$ cat src/rtl/u8u16_pkg.sv
`timescale 1ns / 1ps
`default_nettype none

package u8u16_pkg;

    localparam logic [15:0] REPL_CHAR      = 16'hFFFD;
    localparam logic [20:0] MAX_POINT      = 21'h10FFFF;
    localparam logic [20:0] SURR_FIRST     = 21'h00D800;
    localparam logic [20:0] SURR_LAST      = 21'h00DFFF;
    localparam logic [20:0] SUPPL_BASE     = 21'h010000;
    localparam logic [20:0] MIN_TWO_BYTE   = 21'h000080;
    localparam logic [20:0] MIN_THREE_BYTE = 21'h000800;
    localparam logic [15:0] HIGH_SURR_BASE = 16'hD800;
    localparam logic [15:0] LOW_SURR_BASE  = 16'hDC00;

    localparam logic [2:0] SEQ_LEN_TWO   = 3'd2;
    localparam logic [2:0] SEQ_LEN_THREE = 3'd3;
    localparam logic [2:0] SEQ_LEN_FOUR  = 3'd4;

    localparam int QUEUE_DEPTH = 4;
    localparam int QUEUE_AW    = $clog2(QUEUE_DEPTH);

    typedef struct packed {
        logic [15:0] unit;
        logic        present;
        logic        status;
        logic [15:0] total;
    } slot_t;

    // One accepted byte yields at most two results.
    typedef struct packed {
        slot_t       s0;
        slot_t       s1;
        logic [1:0]  count;
        logic        done;
    } run_t;

    function automatic run_t push_slot(run_t d, logic [15:0] u, logic p, logic s,
                                       logic [15:0] t);
        slot_t sl;
        run_t  r;
        sl.unit    = u;
        sl.present = p;
        sl.status  = s;
        sl.total   = t;
        r = d;
        if (d.count == 2'd0)
        begin
            r.s0    = sl;
            r.count = 2'd1;
        end
        else if (d.count == 2'd1)
        begin
            r.s1    = sl;
            r.count = 2'd2;
        end
        return r;
    endfunction

endpackage

`default_nettype wire

$ cat src/rtl/u8u16_front.sv
`timescale 1ns / 1ps
`default_nettype none

module u8u16_front
    import u8u16_pkg::*;
#(
    parameter logic [31:0] MAX_UNITS = 32'd65535
)
(
    input  wire logic       clk,
    input  wire logic       rst_n,
    input  wire logic       lossy,
    input  wire logic       in_valid,
    output logic            in_ready,
    input  wire logic [7:0] in_byte,
    input  wire logic       byte_present,
    input  wire logic       string_end,
    input  wire logic       q_full,
    output logic            q_push,
    output run_t            q_run
);

    localparam logic [15:0] UNIT_LIMIT =
        (MAX_UNITS < 32'd65535) ? MAX_UNITS[15:0] : 16'hFFFF;

    logic [20:0] pp_reg, pp_next;
    logic [1:0]  pend_reg, pend_next;
    logic [2:0]  len_reg, len_next;
    logic        halt_reg, halt_next;
    logic [15:0] cnt_reg, cnt_next;
    logic        accept;
    run_t        run;

    function automatic logic [15:0] bump(logic [15:0] c);
        return (c < UNIT_LIMIT) ? c + 16'd1 : c;
    endfunction

    assign in_ready = !q_full;
    assign accept   = in_valid && in_ready;
    assign q_push   = accept && (run.count != 2'd0);
    assign q_run    = run;

    always_comb
    begin
        logic [20:0] cp;
        logic [20:0] min_cp;
        logic        fail;
        logic        do_lead;
        logic [19:0] off;

        run       = '0;
        pp_next   = pp_reg;
        pend_next = pend_reg;
        len_next  = len_reg;
        cnt_next  = cnt_reg;
        halt_next = halt_reg;
        fail      = 1'b0;
        do_lead   = 1'b0;
        cp        = '0;
        min_cp    = '0;
        off       = '0;

        if (halt_reg)
        begin
            if (string_end)
            begin
                halt_next = 1'b0;
                pp_next   = '0;
                pend_next = '0;
                len_next  = '0;
                cnt_next  = '0;
            end
        end
        else
        begin
            if (byte_present)
            begin
                if (pend_reg != 2'd0)
                begin
                    if (in_byte[7:6] == 2'b10)
                    begin
                        pp_next   = {pp_reg[14:0], in_byte[5:0]};
                        pend_next = pend_reg - 2'd1;
                        if (pend_next == 2'd0)
                        begin
                            cp = pp_next;
                            if (len_reg == SEQ_LEN_TWO)
                                min_cp = MIN_TWO_BYTE;
                            else if (len_reg == SEQ_LEN_THREE)
                                min_cp = MIN_THREE_BYTE;
                            else
                                min_cp = SUPPL_BASE;
                            if ((cp >= SURR_FIRST && cp <= SURR_LAST) || cp > MAX_POINT ||
                                (cp < min_cp && !lossy))
                            begin
                                if (lossy)
                                begin
                                    cnt_next = bump(cnt_next);
                                    run = push_slot(run, REPL_CHAR, 1'b1, 1'b0, cnt_next);
                                end
                                else
                                begin
                                    run  = push_slot(run, 16'h0000, 1'b0, 1'b1, cnt_next);
                                    fail = 1'b1;
                                end
                            end
                            else if (cp < SUPPL_BASE)
                            begin
                                cnt_next = bump(cnt_next);
                                run = push_slot(run, cp[15:0], 1'b1, 1'b0, cnt_next);
                            end
                            else
                            begin
                                off = 20'(cp - SUPPL_BASE);
                                cnt_next = bump(cnt_next);
                                run = push_slot(run, HIGH_SURR_BASE | {6'd0, off[19:10]},
                                                1'b1, 1'b0, cnt_next);
                                cnt_next = bump(cnt_next);
                                run = push_slot(run, LOW_SURR_BASE | {6'd0, off[9:0]},
                                                1'b1, 1'b0, cnt_next);
                            end
                        end
                    end
                    else
                    begin
                        // A broken sequence; in lossy mode the byte starts over as a lead.
                        pend_next = 2'd0;
                        if (lossy)
                        begin
                            cnt_next = bump(cnt_next);
                            run = push_slot(run, REPL_CHAR, 1'b1, 1'b0, cnt_next);
                            do_lead = 1'b1;
                        end
                        else
                        begin
                            run  = push_slot(run, 16'h0000, 1'b0, 1'b1, cnt_next);
                            fail = 1'b1;
                        end
                    end
                end
                else
                begin
                    do_lead = 1'b1;
                end

                if (do_lead)
                begin
                    if (in_byte[7] == 1'b0)
                    begin
                        cnt_next = bump(cnt_next);
                        run = push_slot(run, {8'd0, in_byte}, 1'b1, 1'b0, cnt_next);
                    end
                    else if (in_byte[7:5] == 3'b110)
                    begin
                        pp_next   = {16'd0, in_byte[4:0]};
                        pend_next = 2'd1;
                        len_next  = SEQ_LEN_TWO;
                    end
                    else if (in_byte[7:4] == 4'b1110)
                    begin
                        pp_next   = {17'd0, in_byte[3:0]};
                        pend_next = 2'd2;
                        len_next  = SEQ_LEN_THREE;
                    end
                    else if (in_byte[7:3] == 5'b11110)
                    begin
                        pp_next   = {18'd0, in_byte[2:0]};
                        pend_next = 2'd3;
                        len_next  = SEQ_LEN_FOUR;
                    end
                    else if (lossy)
                    begin
                        cnt_next = bump(cnt_next);
                        run = push_slot(run, REPL_CHAR, 1'b1, 1'b0, cnt_next);
                    end
                    else
                    begin
                        run  = push_slot(run, 16'h0000, 1'b0, 1'b1, cnt_next);
                        fail = 1'b1;
                    end
                end
            end

            // A string that ends inside a sequence is truncated.
            if (!fail && string_end && pend_next != 2'd0)
            begin
                pend_next = 2'd0;
                if (lossy)
                begin
                    cnt_next = bump(cnt_next);
                    run = push_slot(run, REPL_CHAR, 1'b1, 1'b0, cnt_next);
                end
                else
                begin
                    run  = push_slot(run, 16'h0000, 1'b0, 1'b1, cnt_next);
                    fail = 1'b1;
                end
            end

            if (fail || string_end)
            begin
                if (run.count == 2'd0)
                    run = push_slot(run, 16'h0000, 1'b0, 1'b0, cnt_next);
                run.done  = 1'b1;
                pp_next   = '0;
                pend_next = '0;
                len_next  = '0;
                cnt_next  = '0;
                if (fail && !string_end)
                    halt_next = 1'b1;
            end
        end
    end

    always_ff @(posedge clk or negedge rst_n)
    begin
        if (!rst_n)
        begin
            pp_reg   <= '0;
            pend_reg <= '0;
            len_reg  <= '0;
            halt_reg <= 1'b0;
            cnt_reg  <= '0;
        end
        else if (accept)
        begin
            pp_reg   <= pp_next;
            pend_reg <= pend_next;
            len_reg  <= len_next;
            halt_reg <= halt_next;
            cnt_reg  <= cnt_next;
        end
    end

endmodule

`default_nettype wire

$ cat src/rtl/u8u16_queue.sv
`timescale 1ns / 1ps
`default_nettype none

module u8u16_queue
    import u8u16_pkg::*;
(
    input  wire logic clk,
    input  wire logic rst_n,
    input  wire logic push,
    input  wire run_t push_run,
    input  wire logic pop,
    output logic      full,
    output logic      empty,
    output run_t      head
);

    run_t              entry_reg [QUEUE_DEPTH];
    logic [QUEUE_AW-1:0] wr_ptr_reg, rd_ptr_reg;
    logic [QUEUE_AW:0]   count_reg;

    assign full  = (count_reg == (QUEUE_AW + 1)'(QUEUE_DEPTH));
    assign empty = (count_reg == '0);
    assign head  = entry_reg[rd_ptr_reg];

    always_ff @(posedge clk)
    begin
        if (push)
            entry_reg[wr_ptr_reg] <= push_run;
    end

    always_ff @(posedge clk or negedge rst_n)
    begin
        if (!rst_n)
        begin
            wr_ptr_reg <= '0;
            rd_ptr_reg <= '0;
            count_reg  <= '0;
        end
        else
        begin
            if (push)
                wr_ptr_reg <= wr_ptr_reg + 1'b1;
            if (pop)
                rd_ptr_reg <= rd_ptr_reg + 1'b1;
            if (push && !pop)
                count_reg <= count_reg + 1'b1;
            else if (pop && !push)
                count_reg <= count_reg - 1'b1;
        end
    end

endmodule

`default_nettype wire

$ cat src/rtl/u8u16_back.sv
`timescale 1ns / 1ps
`default_nettype none

module u8u16_back
    import u8u16_pkg::*;
(
    input  wire logic  clk,
    input  wire logic  rst_n,
    input  wire logic  q_empty,
    input  wire run_t  q_head,
    output logic       q_pop,
    output logic       out_valid,
    input  wire logic  out_ready,
    output logic [15:0] code_unit,
    output logic       unit_present,
    output logic       string_done,
    output logic       status,
    output logic [15:0] unit_total,
    output logic       last_of_run
);

    logic  idx_reg;
    logic  last;
    logic  take;
    slot_t cur;

    assign cur  = idx_reg ? q_head.s1 : q_head.s0;
    assign last = idx_reg || (q_head.count == 2'd1);
    assign take = out_valid && out_ready;

    assign out_valid    = !q_empty;
    assign code_unit    = cur.unit;
    assign unit_present = cur.present;
    assign status       = cur.status;
    assign unit_total   = cur.total;
    assign string_done  = q_head.done && last;
    assign last_of_run  = last;
    assign q_pop        = take && last;

    always_ff @(posedge clk or negedge rst_n)
    begin
        if (!rst_n)
            idx_reg <= 1'b0;
        else if (take)
            idx_reg <= !last;
    end

endmodule

`default_nettype wire

$ cat src/rtl/utf8_to_utf16_transcoder_top.sv
`timescale 1ns / 1ps
`default_nettype none

// UTF-8 to UTF-16 transcoder. One byte item is accepted per clock cycle while the
// queue is not full; it is decoded in the cycle it is accepted and its results (one
// or two code units, or a status-only item) go into a four-entry run queue. Results
// are registered there and leave one per cycle while out_ready is high; a byte that
// gives a surrogate pair or two replacement characters makes two output items; the
// queue lets the input keep going meanwhile. lossy_mode is written through the cfg
// channel, which is always ready, and should only change while the block is idle.

module utf8_to_utf16_transcoder_top
    import u8u16_pkg::*;
#(
    parameter logic [31:0] MAX_UNITS = 32'd65535
)
(
    input  wire logic        clk,
    input  wire logic        rst_n,
    input  wire logic        cfg_valid,
    output logic             cfg_ready,
    input  wire logic        lossy_mode,
    input  wire logic        in_valid,
    output logic             in_ready,
    input  wire logic [7:0]  in_byte,
    input  wire logic        byte_present,
    input  wire logic        string_end,
    output logic             out_valid,
    input  wire logic        out_ready,
    output logic [15:0]      code_unit,
    output logic             unit_present,
    output logic             string_done,
    output logic             status,
    output logic [15:0]      unit_total,
    output logic             last_of_run
);

    logic lossy_reg;
    logic q_push, q_pop, q_full, q_empty;
    run_t q_run, q_head;

    assign cfg_ready = 1'b1;

    always_ff @(posedge clk or negedge rst_n)
    begin
        if (!rst_n)
            lossy_reg <= 1'b0;
        else if (cfg_valid)
            lossy_reg <= lossy_mode;
    end

    u8u16_front #(
        .MAX_UNITS (MAX_UNITS)
    ) u_front (
        .clk          (clk),
        .rst_n        (rst_n),
        .lossy        (lossy_reg),
        .in_valid     (in_valid),
        .in_ready     (in_ready),
        .in_byte      (in_byte),
        .byte_present (byte_present),
        .string_end   (string_end),
        .q_full       (q_full),
        .q_push       (q_push),
        .q_run        (q_run)
    );

    u8u16_queue u_queue (
        .clk      (clk),
        .rst_n    (rst_n),
        .push     (q_push),
        .push_run (q_run),
        .pop      (q_pop),
        .full     (q_full),
        .empty    (q_empty),
        .head     (q_head)
    );

    u8u16_back u_back (
        .clk          (clk),
        .rst_n        (rst_n),
        .q_empty      (q_empty),
        .q_head       (q_head),
        .q_pop        (q_pop),
        .out_valid    (out_valid),
        .out_ready    (out_ready),
        .code_unit    (code_unit),
        .unit_present (unit_present),
        .string_done  (string_done),
        .status       (status),
        .unit_total   (unit_total),
        .last_of_run  (last_of_run)
    );

endmodule

`default_nettype wire

$ cat config.mk
export PLATFORM = sky130hd
export DESIGN_NAME = utf8_to_utf16_transcoder_top
export DESIGN_NICKNAME = d
export VERILOG_FILES = /design/src/rtl/u8u16_pkg.sv /design/src/rtl/u8u16_front.sv /design/src/rtl/u8u16_queue.sv /design/src/rtl/u8u16_back.sv /design/src/rtl/utf8_to_utf16_transcoder_top.sv
export SDC_FILE = /design/constraint.sdc
export NUM_CORES = 1
export LEC_CHECK = 0
export BUFFER_PORTS_ARGS = -buffer_cell sky130_fd_sc_hd__clkbuf_2
export CAP_MARGIN = 10
export CORE_UTILIZATION = 55
export CTS_CLUSTER_DIAMETER = 50
export DETAILED_ROUTE_END_ITERATION = 8
export GPL_TIMING_DRIVEN = 1
export PLACE_DENSITY = 0.73
export SETUP_SLACK_MARGIN = 0.2
export SYNTH_ARGS = -nofsm -noshare
export SYNTH_HDL_FRONTEND = slang
export SYNTH_SLANG_ARGS = --single-unit
$ cat constraint.sdc
create_clock -name clk -period 18.3 [get_ports clk]
set_input_delay 1.83 -clock clk [delete_from_list [all_inputs] [get_ports clk]]
set_output_delay 1.83 -clock clk [all_outputs]
set_load 0.02 [all_outputs]
After elaboration in Yosys (flattened, before gate mapping)
Memories as Yosys holds them, arrays and structs flattened.
Index checks and enable logic that the tools add are counted.
{"block": "word_totals", "ff_bits": 52, "ramBits": 284, "in_bits": 16, "output_inout_bits": 39, "wordCells": 231, "memories": 1}
{"memory": "u_queue.entry_reg", "words": 4, "word_bits": 71, "rd": 1, "rd_ports_with_merged_regs": 0, "write_ports": 1, "line_no": "u8u16_queue.sv:17", "text": "run_t entry_reg [QUEUE_DEPTH];"}
{"block": "op_classes", "n_addsub": 10, "n_lt_le_gt_ge": 9, "n_eq_ne": 12, "muxes": 148, "n_reduce_logical": 41}
{"cell": "$mux W71", "count": 22}
{"cell": "$mux W34", "count": 12}
{"cell": "$mux W16", "count": 25}
{"cell": "$mux W21", "count": 17}
{"cell": "$mux W36", "count": 6}
{"cell": "$add A16 B1 Y16 const B", "count": 4}
{"cell": "$lt A16 B16 Y1 const B", "count": 4}
{"cell": "$mux W2", "count": 26}
{"cell": "$mux W3", "count": 11}
{"cell": "$mux W29", "count": 1}
{"cell": "$mux W1", "count": 27}
{"cell": "$ge A21 B16 Y1 const B", "count": 1}
{"cell": "$gt A21 B21 Y1 const B", "count": 1}
{"cell": "$le A21 B16 Y1 const B", "count": 1}
{"cell": "$lt A21 B17 Y1 const B", "count": 1}
{"cell": "$lt A21 B21 Y1", "count": 1}
{"cell": "$sub A20 B17 Y20 const B", "count": 1}
{"cell": "$mux W17", "count": 1}
{"cell": "$logic_and A1 B1 Y1", "count": 12}
{"cell": "$logic_not A2 Y1", "count": 5}
{"cell": "$reduce_bool A3 Y1", "count": 3}
{"cell": "$eq A2 B1 Y1 const B", "count": 4}
{"cell": "$logic_not A1 Y1", "count": 8}
{"cell": "$reduce_bool A2 Y1", "count": 4}
{"cell": "other kinds (16)", "count": 22}

Longest topological paths before layout
{"block": "depth", "depth_word": 54, "mapped_depth": 30, "depth_no_buf": 27}

Cells and area by module
From an unflattened synthesis, not the netlist that was laid out.
{"block": "unflattened", "cells_unflattened": 1981, "hier_area_um2": 21409.3}
{"mod": "u8u16_queue", "instances": 1, "cells_per_inst": 405, "area_per_inst_um2": 10712.8, "seq_area_each_um2": 8703.3}
{"mod": "u8u16_front", "instances": 1, "cells_per_inst": 1524, "area_per_inst_um2": 10013.4, "seq_area_each_um2": 925.9}
{"mod": "u8u16_back", "instances": 1, "cells_per_inst": 48, "area_per_inst_um2": 631.9, "seq_area_each_um2": 25.0}
{"mod": "utf8_to_utf16_transcoder_top", "instances": 1, "cells_per_inst": 4, "area_per_inst_um2": 51.3, "seq_area_each_um2": 25.0}

Worst setup path after synthesis
Ideal clock, no wire load.
{"block": "synth_timing", "kind": "in2reg", "startpoint": "in in_byte[3]", "endpoint": "mem u_queue.entry_reg[0][0] in the netlist's numbering (enable)", "setup_ns": 0.432, "arrival_ns": 7.757, "required_time_ns": 17.868, "setup_slack_ns": 10.110, "path_stages": 21, "n_path_buf": 3, "path_cell_list": "clkbuf_1 > nand4_1 > nor4_1 > mux2i_1 > o221a_2 > clkbuf_1 > nand2_1 > nor3_1 > inv_1 > clkbuf_1 > ha_1 > o21ai_0 > nor2_1 > inv_1 > ha_1 > nand2_1 > o21ai_0 > o21ai_0 > a21oi_1 > o21a_1 > and2_1"}
{"element": "start, declared", "line_no": "utf8_to_utf16_transcoder_top.sv:25", "text": "input wire logic [7:0] in_byte,"}
{"element": "end, declared", "line_no": "u8u16_queue.sv:17"}

==> metrics.cfg <==
[clock_network]
cts_hold_buf = 0
cts_resized = 0
clock-sinks = 314
clk_path_buf_depth = 3
cts-root-buf = clkbuf_16
clkTransAtPathRegs_ns = 0.06
cts_inserted_buffers = 37
insertion_delay_ns = 0.56
cts_tree = yes
cts_setup_buffers = 0
htree_levels = 2

[critical_path]
crit_path_end_kind = register
ff2ff_path_depth = 25
path_max_fanout = 23
worstSetupStartpointType = register
required_ns = 18.58
path_class = register to register
slowest_stage = or4_1
crit_top_cell = ha_1
max_stage_delay_ns = 0.83
arrival_ns = 10.36

[hold_path]
min_path_cells = 1
hp-class = register to register

[synth]
syn-cell-area_um2 = 20400
synthCells = 1990
ys_async_sr_fraction_pct = 14.6
ys_top_cells_by_count = 268 x edfxtp_1, 170 x a21oi_1, 170 x nor2_1
syn-num-nets = 2027
ys_warn_count = 0
yosysMostFrequentCell = edfxtp_1
yosysTopAreaCell = edfxtp_1
synth_top_area_share_pct = 39.4
synth.distinct_cells = 104
synth_seq_cells = 314
synth.area.top_cells = edfxtp_1 39%, mux4_2 7.2%, dfrtp_1 5.6%
yosys_most_used_dff = edfxtp_1
avgSynthCellArea_um2 = 10.3
synth_seq_area_share_pct = 45.1
synth_edf_count = 268

[place]
dp_hpwl_mm = 51.8
gp_congestion = 1.02
port_buffers = 53
place_area_um2 = 21000

[timing]
rsz0062_at_grt = no
hold_violations = 0
tightest_slew_ns = 1.08
finalMaxSlewViolations = 0
finalSetupTns_ns = 0
min_period_over_period_pct = 55.1
clock_skew_ns = 0.0280
slew_headroom_pct = 25.9
finalSetupViolCount = 0
fmax_ghz = 0.0991
fin_crit_ns = 10.09

[routing]
drt-total-wl_mm = 74.1
dr_total_vias = 17700
drt-pass1-iter-count = 8
drcViolationCount = 0
postRouteAntennaNets = 0
vias_per_cell = 7.17
drt_iter0_drc = 2276
wl_per_cell_um = 30.1

[floorplan]
row_count = 70
initial_core_util_pct = 55.9
core_um2 = 36500
die_x_um = 195
die_y_um = 195
dieArea_um2 = 37900
io_pins = 55

[final_layout]
fin_area_um2 = 22200
drive_gt1_share_pct = 16.8
largest_reg_flops = 268
layout.nets = 2005
fillerInstances = 2948
area_growth_pct = 8.83
insertedDiodeCount = 0

[grt]
track_usage_pct = 39.2
grt_pass1_vias = 17000
grt_pass1_wl_mm = 110
grt_overflow = 0
met3_usage_pct = 7.18
top_usage_layer = met2
grt_util_met2_pct = 60.6
antenna_found_initial = 1
grt_use_met1_pct = 53.4
grt_max_degree = 69

[outcome]
status = finished clean

[pwr]
power_density_nw_per_um2 = 140
ir_drop_v = 0.0000829
leakagePower_nw = 7.64

[job]
cap_violations = 0

==> power by group <==
group          total [mW]  internal, mW  switching (mW)
Sequential           1.07         0.958           0.113
Clock               0.735         0.426           0.309
Combinational        1.30         0.471           0.830
==> area by class of cell <==
cell class	instances	area (um2)	area share, %
clock buffer	45	956	4.30
inverter	43	161	0.727
tap	468	586	2.64
clock inverter	22	267	1.20
timing repair buffer	104	646	2.91
sequential	314	9210	41.4
multi-input combinational	1468	10400	46.8
==> critical path, delay by kind of cell (launching register included) <==
kind,cells,cell delay (ns)
adders and majority gates,4,1.50
muxes,1,0.26
buffers and inverters,3,0.60
DFF,1,0.72
AOI/OAI and AO/OA,6,1.94
and+or+nand+nor,10,4.60
xor gates and xnor gates,1,0.13
==> metal layers <==
layer	vias up	share of wire, %
met5	-	0
met4	0	5.0
met3	224	10
met2	1157	45
met1	8590	40
li1	7691	-
==> final timing paths <==
path,start,endpoint,slack (ns)
worst max-delay path,u_front.cnt_reg[0],u_queue.entry_reg[2][42],8.21
worst min-delay path,u_queue.count_reg[2],u_queue.count_reg[2],0.50
worst max register to register,u_front.cnt_reg[0],u_queue.entry_reg[2][42],8.21
worst min register to register,u_queue.count_reg[2],u_queue.count_reg[2],0.50
max in group asynchronous,rst_n,lossy_reg,16.28
min in group asynchronous,rst_n,u_queue.rd_ptr_reg[1],1.43
==> layout by cell type, fill, tap and decap left out, types with 27 or more instances in the layout <==
| cell type | count |
|---|---|
| a21oi_1 | 170 |
| a22o_1 | 27 |
| a31oi_1 | 30 |
| buf_4 | 50 |
| clkbuf_16 | 37 |
| clkbuf_2 | 54 |
| dfrtp_1 | 42 |
| edfxtp_1 | 268 |
| inv_1 | 42 |
| mux2_2 | 40 |
| mux4_2 | 65 |
| nand2_1 | 168 |
| nand3_1 | 41 |
| nand4_1 | 29 |
| nor2_1 | 169 |
| nor3_1 | 44 |
| o21ai_0 | 138 |
| o22ai_1 | 35 |
| xnor2_1 | 31 |
==> through the flow <==
step	hold WS (ns)	utilization, %	setup WS (ns)	power [mW]	instances
floorplan	0.455	-	10.11	1.92	1990
global placement	0.472	57.5	8.86	2.33	2396
detailed placement	0.474	57.5	8.53	2.35	2396
CTS	0.503	60.8	8.53	3.09	2463
global route	0.516	60.8	7.54	3.22	2464
finish	0.500	60.8	8.21	3.11	2464
==> kinds of logic after synthesis <==
family	Yosys count	synth area share (%)
other	1	0.0184
xor gates and xnor gates	50	2.15
muxes	131	10.7
AOI/OAI and AO/OA	636	20.8
buffers and inverters	208	4.21
DFF	314	45.1
adders and majority gates	21	1.32
and+or+nand+nor	629	15.8
Note: power is estimated with default switching activity, not from simulation.
